**src/rtl/core/sentence_field_window_extractor_macros.svh**
```systemverilog
// ----------------------------------------------------------------------------
// sentence field window extractor: assertion macros
// shared assertion forms, sampled on clk and held off while rst_n is low
// ----------------------------------------------------------------------------
`ifndef SENTENCE_FIELD_WINDOW_EXTRACTOR_MACROS_SVH
`define SENTENCE_FIELD_WINDOW_EXTRACTOR_MACROS_SVH

// same-cycle implication
`define SFWE_ASSERT_IMP(lbl, ante, cons) \
  lbl: assert property (@(posedge clk) disable iff (!rst_n) (ante) |-> (cons)) \
    else $error("sfwe assertion failed");

// next-cycle implication
`define SFWE_ASSERT_NEXT(lbl, ante, cons) \
  lbl: assert property (@(posedge clk) disable iff (!rst_n) (ante) |=> (cons)) \
    else $error("sfwe assertion failed");

`endif

```
**src/rtl/core/sfwe_pkg.sv**
```systemverilog
// ----------------------------------------------------------------------------
// sfwe_pkg
// constants shared by the sentence field window extractor
// ----------------------------------------------------------------------------
`default_nettype none

package sfwe_pkg;

  localparam int MAX_HEADER = 8;
  localparam int HDR_W      = 8 * MAX_HEADER;
  localparam int LEN_W      = 4;
  localparam int CNT_W      = 4;

  // configuration register indexes
  typedef enum logic [1:0] {
    CFG_HEADER_TEXT    = 2'd0,
    CFG_HEADER_LENGTH  = 2'd1,
    CFG_SEPARATOR_CHAR = 2'd2,
    CFG_FIELD_COUNT    = 2'd3
  } cfg_idx_t;

  localparam logic [HDR_W-1:0] HEADER_TEXT_RST    = 64'd92738097136676;
  localparam logic [LEN_W-1:0] HEADER_LENGTH_RST  = 4'd6;
  localparam logic [7:0]       SEPARATOR_CHAR_RST = 8'd44;
  localparam logic [7:0]       FIELD_COUNT_RST    = 8'd6;

endpackage

`default_nettype wire

```
**src/rtl/core/sentence_field_window_extractor.sv**
```systemverilog
// ----------------------------------------------------------------------------
// sentence_field_window_extractor
// finds a configured header in a byte frame, skips one byte, then passes on
// the first field_count fields with the final byte flagged
// ----------------------------------------------------------------------------
//  channel  ports                                         direction
//  in       in_valid in_stall in_data_byte in_end_of_frame  sink
//  out      out_valid out_stall out_byte out_last ...       source
//  cfg      cfg_we cfg_index cfg_data                       sink, write only
//
//  one byte a cycle while in_stall is low: each byte is handled in the cycle
//  it is taken; any result lands in the output register at that edge
//  each byte is held back one item so the final one can carry out_last
//  in_stall rises only while a result waits in the output register under
//  out_stall; reset is synchronous and returns the frame state to idle
// ----------------------------------------------------------------------------
`default_nettype none

module sentence_field_window_extractor
  import sfwe_pkg::*;
(
  input  wire logic             clk,
  input  wire logic             rst_n,
  // input channel
  input  wire logic             in_valid,
  output logic                  in_stall,
  input  wire logic [7:0]       in_data_byte,
  input  wire logic             in_end_of_frame,
  // result channel
  output logic                  out_valid,
  input  wire logic             out_stall,
  output logic [7:0]            out_byte,
  output logic                  out_last,
  output logic                  out_empty_res,
  output logic                  out_error,
  // configuration
  input  wire logic             cfg_we,
  input  wire logic [1:0]       cfg_index,
  input  wire logic [HDR_W-1:0] cfg_data
);

`include "sentence_field_window_extractor_macros.svh"

  typedef enum logic [1:0] {
    PH_SEEK    = 2'd0,
    PH_SKIP    = 2'd1,
    PH_EXTRACT = 2'd2,
    PH_DONE    = 2'd3
  } phase_t;

  // configuration registers
  logic [HDR_W-1:0] header_text_r;
  logic [LEN_W-1:0] header_length_r;
  logic [7:0]       separator_char_r;
  logic [7:0]       field_count_r;

  // frame state
  phase_t           phase_r, phase_nxt;
  logic [HDR_W-1:0] recent_r, recent_nxt;
  logic [CNT_W-1:0] bytes_seen_r, bytes_seen_nxt;
  logic [7:0]       sep_seen_r, sep_seen_nxt;
  logic [7:0]       pend_byte_r, pend_byte_nxt;
  logic             pend_valid_r, pend_valid_nxt;

  // output register
  logic             out_valid_r;
  logic [7:0]       out_byte_r;
  logic             out_last_r;
  logic             out_empty_r;
  logic             out_error_r;

  logic             in_accept;
  logic [LEN_W-1:0] hdr_len;
  logic [HDR_W-1:0] window;
  logic [CNT_W-1:0] count_inc;
  logic             hdr_hit;
  logic             is_sep;
  logic             closing;

  logic             res_vld;
  logic [7:0]       res_byte;
  logic             res_last;
  logic             res_empty;
  logic             res_err;

  assign in_stall  = out_valid_r && out_stall;
  assign in_accept = in_valid && !in_stall;

  assign hdr_len   = (header_length_r > LEN_W'(MAX_HEADER)) ? LEN_W'(MAX_HEADER)
                                                            : header_length_r;
  assign window    = {in_data_byte, recent_r[HDR_W-1:8]};
  assign count_inc = (bytes_seen_r < CNT_W'(MAX_HEADER)) ? bytes_seen_r + 1'b1
                                                          : bytes_seen_r;

  sfwe_header_match u_match (
    .window      (window),
    .count       (count_inc),
    .header_text (header_text_r),
    .header_len  (hdr_len),
    .hit         (hdr_hit)
  );

  assign is_sep  = (in_data_byte == separator_char_r);
  assign closing = is_sep && (field_count_r != 8'd0) &&
                   ((sep_seen_r + 8'd1) == field_count_r);

  always_comb begin
    phase_nxt      = phase_r;
    recent_nxt     = recent_r;
    bytes_seen_nxt = bytes_seen_r;
    sep_seen_nxt   = sep_seen_r;
    pend_byte_nxt  = pend_byte_r;
    pend_valid_nxt = pend_valid_r;
    res_vld        = 1'b0;
    res_byte       = 8'd0;
    res_last       = 1'b0;
    res_empty      = 1'b0;
    res_err        = 1'b0;

    unique case (phase_r)
      PH_SEEK: begin
        if (hdr_len == '0) begin
          phase_nxt = PH_EXTRACT;
        end else begin
          recent_nxt     = window;
          bytes_seen_nxt = count_inc;
          if (hdr_hit) begin
            phase_nxt = PH_SKIP;
          end
        end
      end
      PH_SKIP: begin
        phase_nxt = PH_EXTRACT;
      end
      PH_EXTRACT: begin
        if (closing) begin
          // final separator: flush the held byte as the last one
          res_vld        = 1'b1;
          res_last       = 1'b1;
          res_byte       = pend_valid_r ? pend_byte_r : 8'd0;
          res_empty      = !pend_valid_r;
          pend_valid_nxt = 1'b0;
          pend_byte_nxt  = 8'd0;
          phase_nxt      = PH_DONE;
        end else if (!in_end_of_frame) begin
          if (is_sep) begin
            sep_seen_nxt = sep_seen_r + 8'd1;
          end
          res_vld        = pend_valid_r;
          res_byte       = pend_byte_r;
          pend_byte_nxt  = in_data_byte;
          pend_valid_nxt = 1'b1;
        end
      end
      PH_DONE: begin
      end
      default: begin
      end
    endcase

    if (in_end_of_frame) begin
      if (phase_nxt != PH_DONE) begin
        res_vld   = 1'b1;
        res_byte  = 8'd0;
        res_last  = 1'b1;
        res_empty = 1'b0;
        res_err   = 1'b1;
      end
      phase_nxt      = PH_SEEK;
      recent_nxt     = '0;
      bytes_seen_nxt = '0;
      sep_seen_nxt   = '0;
      pend_byte_nxt  = '0;
      pend_valid_nxt = 1'b0;
    end
  end

  always_ff @(posedge clk) begin
    if (!rst_n) begin
      header_text_r    <= HEADER_TEXT_RST;
      header_length_r  <= HEADER_LENGTH_RST;
      separator_char_r <= SEPARATOR_CHAR_RST;
      field_count_r    <= FIELD_COUNT_RST;
    end else if (cfg_we) begin
      unique case (cfg_idx_t'(cfg_index))
        CFG_HEADER_TEXT:    header_text_r    <= cfg_data;
        CFG_HEADER_LENGTH:  header_length_r  <= cfg_data[LEN_W-1:0];
        CFG_SEPARATOR_CHAR: separator_char_r <= cfg_data[7:0];
        CFG_FIELD_COUNT:    field_count_r    <= cfg_data[7:0];
        default: begin
        end
      endcase
    end
  end

  always_ff @(posedge clk) begin
    if (!rst_n) begin
      phase_r      <= PH_SEEK;
      recent_r     <= '0;
      bytes_seen_r <= '0;
      sep_seen_r   <= '0;
      pend_byte_r  <= '0;
      pend_valid_r <= 1'b0;
      out_valid_r  <= 1'b0;
    end else begin
      if (in_accept) begin
        phase_r      <= phase_nxt;
        recent_r     <= recent_nxt;
        bytes_seen_r <= bytes_seen_nxt;
        sep_seen_r   <= sep_seen_nxt;
        pend_byte_r  <= pend_byte_nxt;
        pend_valid_r <= pend_valid_nxt;
      end
      if (in_accept && res_vld) begin
        out_valid_r <= 1'b1;
      end else if (!out_stall) begin
        out_valid_r <= 1'b0;
      end
    end
  end

  // payload of the output register
  always_ff @(posedge clk) begin
    if (in_accept && res_vld) begin
      out_byte_r  <= res_byte;
      out_last_r  <= res_last;
      out_empty_r <= res_empty;
      out_error_r <= res_err;
    end
  end

  assign out_valid     = out_valid_r;
  assign out_byte      = out_byte_r;
  assign out_last      = out_last_r;
  assign out_empty_res = out_empty_r;
  assign out_error     = out_error_r;

  `SFWE_ASSERT_IMP(a_err_shape, out_valid_r && out_error_r,
                   out_last_r && !out_empty_r && (out_byte_r == 8'd0))
  `SFWE_ASSERT_IMP(a_empty_shape, out_valid_r && out_empty_r,
                   out_last_r && !out_error_r && (out_byte_r == 8'd0))
  `SFWE_ASSERT_IMP(a_pend_in_extract, pend_valid_r, phase_r == PH_EXTRACT)
  `SFWE_ASSERT_NEXT(a_eof_clears, in_accept && in_end_of_frame,
                    (phase_r == PH_SEEK) && !pend_valid_r && (bytes_seen_r == '0))

endmodule

`default_nettype wire

```
**src/rtl/core/sfwe_header_match.sv**
```systemverilog
// ----------------------------------------------------------------------------
// sfwe_header_match
// compares the newest header_len bytes of the window with the header text
// ----------------------------------------------------------------------------
`default_nettype none

module sfwe_header_match
  import sfwe_pkg::*;
(
  input  wire logic [HDR_W-1:0] window,
  input  wire logic [CNT_W-1:0] count,
  input  wire logic [HDR_W-1:0] header_text,
  input  wire logic [LEN_W-1:0] header_len,
  output logic                  hit
);

  logic [HDR_W-1:0] mask;
  logic [LEN_W-1:0] gap;
  logic [5:0]       shamt;
  logic [HDR_W-1:0] tail;

  // newest byte sits at the top, so the tail is shifted down by the unused bytes
  assign gap   = LEN_W'(MAX_HEADER) - header_len;
  assign shamt = {gap[2:0], 3'b000};
  assign tail  = window >> shamt;

  always_comb begin
    for (int k = 0; k < MAX_HEADER; k++) begin
      mask[8*k +: 8] = (LEN_W'(k) < header_len) ? 8'hFF : 8'h00;
    end
  end

  assign hit = (count >= header_len) && ((tail & mask) == (header_text & mask));

endmodule

`default_nettype wire

```
**config.mk**
```make
export PLATFORM = sky130hd
export DESIGN_NAME = sentence_field_window_extractor
export DESIGN_NICKNAME = d
export VERILOG_FILES = /design/src/rtl/core/sfwe_pkg.sv /design/src/rtl/core/sentence_field_window_extractor.sv /design/src/rtl/core/sfwe_header_match.sv
export VERILOG_INCLUDE_DIRS = /design/src /design/src/rtl/core
export SDC_FILE = /design/constraint.sdc
export NUM_CORES = 1
export LEC_CHECK = 0
export BUFFER_PORTS_ARGS = -buffer_cell sky130_fd_sc_hd__buf_2
export CAP_MARGIN = 20
export CORE_ASPECT_RATIO = 0.7
export CORE_MARGIN = 2
export CORE_UTILIZATION = 40
export DETAILED_ROUTE_END_ITERATION = 8
export PLACE_DENSITY = 0.6
export SYNTH_ARGS = -nofsm -noshare
export SYNTH_HDL_FRONTEND = slang
export SYNTH_SLANG_ARGS = --single-unit
```
**constraint.sdc**
```tcl
create_clock -name clk -period 4.5 [get_ports clk]
set_clock_uncertainty 0.15 [all_clocks]
set_input_delay 0.45 -clock clk [delete_from_list [all_inputs] [get_ports clk]]
set_output_delay 0.45 -clock clk [all_outputs]
set_load 0.01 [all_outputs]
```
==> summary by stage <==
Status
The flow ran to the end, and the final reports show no timing, DRC or antenna violations.

Clock network
The tree is rooted in a clkbuf_16. TritonCTS built the clock tree. Clock tree synthesis found a total of 175 sinks. Clock-pin slew was measured on the worst setup and hold paths at 70 ps. CTS built an H-tree with a depth of 4. The longest clock path from root to sink contains 2 buffers. The count of hold buffers inserted by post-cts repair is 0. For the worst-skew pair, the clock arrives at the later sink with an insertion delay of 450 ps. TritonCTS created 17 clock buffers.

Route
The mean number of vias per cell is 5.88. After detailed routing, the average wire length per cell comes to 20.9 um. Summing over every cut layer, the via total after detailed routing is 9576. Once detail routing completed, the nets flagged for antenna violations numbered 0. The number of design rule violations left after detail routing is 0. In this run, the number of DRC markers left after iteration 0 of detailed routing was 835. The pre-antenna-repair detailed-routing pass consisted of 6 iterations. The final wirelength is 34000 um.

Global route
The met1 global-route usage is 39.0%. The first-pass GRT wire length is 52300 um. Entering global routing, the biggest net connects 66 pins. The overall track demand over capacity in global routing is 25.7%. The met3 track demand over resource is 6.95%. The via count of the first global-routing pass is 8774.

The total global routing overflow is 0. The number of antenna violations at the first check in global routing is 0. The met2 track demand over resource is 34.6%. The busiest layer in global routing is met1.

Logic synthesis
After synthesis, the largest area contributor takes up 32.2% of total cell area. By area the synthesized netlist is led by dfxtp_1 32%, nand2_1 7.9%, a22oi_1 5.8%. The instance count of the mapped netlist is 1216. The netlist uses 82 different library cells. For this run, asynchronously set or reset flops after synthesis account for 0%.

The cell area that synthesis handed to floorplanning was 10200 um^2. The dominant cell by count in the synthesized netlist is nand2_1. The number of enable-type register cells in the synthesized netlist is 11. The number of warning messages in the yosys log is 0. Synthesis produced a netlist with a net count of 1307. Synthesis inferred 175 register bits. After synthesis, the most frequently instantiated cells are 214 x nand2_1, 164 x dfxtp_1, 117 x nor2_1, 87 x a21oi_1, 79 x a22oi_1. The sequential cell area fraction in the yosys report is 35.5%. The largest total area in the synthesized netlist belongs to dfxtp_1. After synthesis, the mean cell area works out to 8.37 um^2. The main flop type after synthesis is dfxtp_1.

Placed design
The cell area after placement is 11100 um^2. The half-perimeter wire length after detailed placement is 24700 um. Port buffering added 92 buffers. Routability-driven placement finished with a final weighted congestion of 1.00. The number of placed instances, taps included, is 1592.

Worst setup path
The depth of the most critical reg-to-reg path is 14. Walking the worst path, the cells encountered are nor2b_4, inv_2, ha_4, or4bb_1, o21ai_1, o2bb2ai_1, nand4b_1, a2111o_1, a221oi_1, o2111ai_1, a2111oi_4, buf_4, mux2_4, o21a_4. Among all stages on the critical path, the largest delay is contributed by or4bb_1. In this run the worst setup path begins at header_length_r[0].

The data required time at the worst endpoint is 4540 ps. Of all nets on the critical path, the largest fanout is 14. The critical path is of the reg -> reg type.

STA classifies the critical path endpoint as a flip-flop. For flop-to-flop paths, the worst setup slack is 200 ps. The largest incremental delay on the critical path is 490 ps.

The start of the worst register-to-register path is header_length_r[0]. In this run the worst setup path terminates at out_byte[0]. The worst register-to-register path ends at out_byte[0]. At the worst endpoint, the arrival time is 4350 ps. The type of element launching the critical path is a flip-flop.

Floorplanning
93 I/O pins were placed. The floorplan core area is 24800 um^2. The area of the die is 26800 um^2. The number of rows in the core area is 48. The die is 137 um tall.

The width of the chip is 195 um. Once the floorplan was initialized, standard cells occupied 41.1% of the core.

STA
The final-report max-slew violation count came to 0. The final-report hold violation count is 0. The worst slew margin relative to its limit is 27.6%.

The peak clock frequency supported by timing is 232 MHz. Setup total negative slack on the finished layout was measured at 0 ps. Setup repair after global routing left no endpoint under its margin. The worst path uses 95.6% of the clock period. The clock period minus final worst setup slack is 4300 ps.

At the pin with the least slew margin, the transition time is 1080 ps. Setup violations remaining at the end of the flow were counted as 0.

Power
In this run the power density over the cells is 318 nW/um^2. The analysis attributes to cell leakage a power of 4.52 nW. Across the VDD grid, the largest voltage drop is 241 uV.

Sequential cells account for 44.2% of the total power. The clock network fraction of total power is 40.3%. The net switching share of the total power is 29.2%. The switching power of the nets is 1.10 mW. Combinational cells account for 15.5% of the total power. The design internal power is 2.66 mW.

Final layout
The final net count is 1381. The finished layout holds 1628 standard cells, fillers aside. From synthesis to final layout, the design area changed by 15.9%. With fillers left out, the area of the finished cells amounts to 11800 um^2. The share of post-route cells with drive strength above 1 is 18.7%. The number of antenna diodes in the final layout is 0. Counting the fill cells in the layout gives 2439.

Min path
In this run the worst hold path is classified as in -> reg.

Flow run
Across the run, the number of max-cap violations was 0.
[final cells by class]
cell class	instances	area, um^2	share of cell area [%]
multi-input combinational	931	6190	52.5
sequential	175	3610	30.6
timing repair buffer	150	935	7.92
clock buffer	18	450	3.82
tap	325	407	3.45
clock inverter	14	143	1.21
inverter	15	58.8	0.498
[through the flow]
step / hold WS (ps) / setup slack [ps] / power (mW) / util [%]
floorplan: 298 / 4.91 / 2.05 / -
global placement: 306 / 21.3 / 2.25 / 44.9
detailed placement: 310 / 6.87 / 2.25 / 45.0
CTS: 55.1 / 3.67 / 3.76 / 47.4
global route: 70.3 / 6.45 / 3.89 / 47.6
finish: 62.3 / 197 / 3.75 / 47.6
[metal layers]
metal	part of all wire, %	vias to the layer above	wire length [um]
li1	-	4505	-
met1	49	4590	16600
met2	39	426	13100
met3	10	55	3510
met4	2.2	0	739
met5	0	-	0
[cell usage in the layout, fill, tap and decap left out, drive strengths merged, types with 4 or more instances in the layout]
master	synthesis	layout
clkbuf	73	18
or3b	5	5
buf	22	150
xnor2	41	41
nor3b	4	4
nand2	214	214
nand2b	4	4
nor4bb	5	5
o32ai	6	6
o22ai	9	9
edfxtp	11	11
a22oi	79	79
nand3	51	51
a211oi	6	6
o21ai	22	22
mux2i	52	52
dfxtp	164	164
nand4	4	4
o2111ai	4	4
mux4	26	26
o211ai	5	5
nor2b	15	15
a31oi	12	12
nor4	6	6
a21oi	88	88
nor4b	4	4
or3	9	9
xor2	38	38
mux2	12	12
nor2	117	117
ha	11	11
nor3	11	11
nand3b	6	6
inv	15	25
[power groups by stage]
stage / Combinational (mW) / Clock, mW / Sequential, mW
2_1_floorplan: 0.375 / 0 / 1.67
3_3_place_gp: 0.556 / 0 / 1.69
3_5_place_dp: 0.561 / 0 / 1.69
4_1_cts: 0.565 / 1.54 / 1.66
5_1_grt: 0.629 / 1.60 / 1.66
6_report: 0.580 / 1.51 / 1.66
[worst min path at each step]
stage                     slack, ps  cells past startpoint             endpoint                 from
after floorplan                 300                      2     header_text_r[0]     header_text_r[0]
after global placement          310                      2  separator_char_r[1]  separator_char_r[1]
after detailed placement        310                      2  separator_char_r[0]  separator_char_r[0]
after CTS                        60                      3    header_text_r[26]         cfg_data[26]
after global routing             70                      3    header_text_r[14]         cfg_data[14]
final                            60                      3    header_text_r[26]         cfg_data[26]
[repair_timing]
| action | CTS | global route |
|---|---|---|
| gates resized for setup | 1 | 4 |
| setup buffers | 0 | 4 |
| setup endpoints to repair | 12 | 22 |
| pin swaps | 0 | 6 |
[kinds of logic after synthesis]
| logic type | Yosys count | synth area share [%] |
|---|---|---|
| AND/OR/NAND/NOR | 473 | 21.2 |
| AO/OA/AOI/OAI | 277 | 18.4 |
| flip-flops | 175 | 35.5 |
| buffers and inverters | 110 | 4.40 |
| multiplexers | 90 | 12.2 |
| XOR/XNOR | 79 | 6.80 |
| adder cells (fa/ha/maj) | 12 | 1.45 |
[registers in the layout, summed over array words and instances, names as in the netlist]
name and count:
sep_seen_r 8, separator_char_r 8, phase_r 2, recent_r 56, header_text_r 64, pend_byte_r 8, field_count_r 8, pend_valid_r 1
header_length_r 4, out_last 1, bytes_seen_r 4, out_empty_res 1, out_byte 8, out_valid 1, out_error 1
[critical path: cells and delay by family (launching register included)]
family	cells	cell delay, ps
AOI/OAI and AO/OA	7	1820
and+or+nand+nor	3	850
muxes	1	320
buffers and inverters	2	260
adders and majority gates	1	320
DFF	1	330
Note: power is estimated with default switching activity, not from simulation.
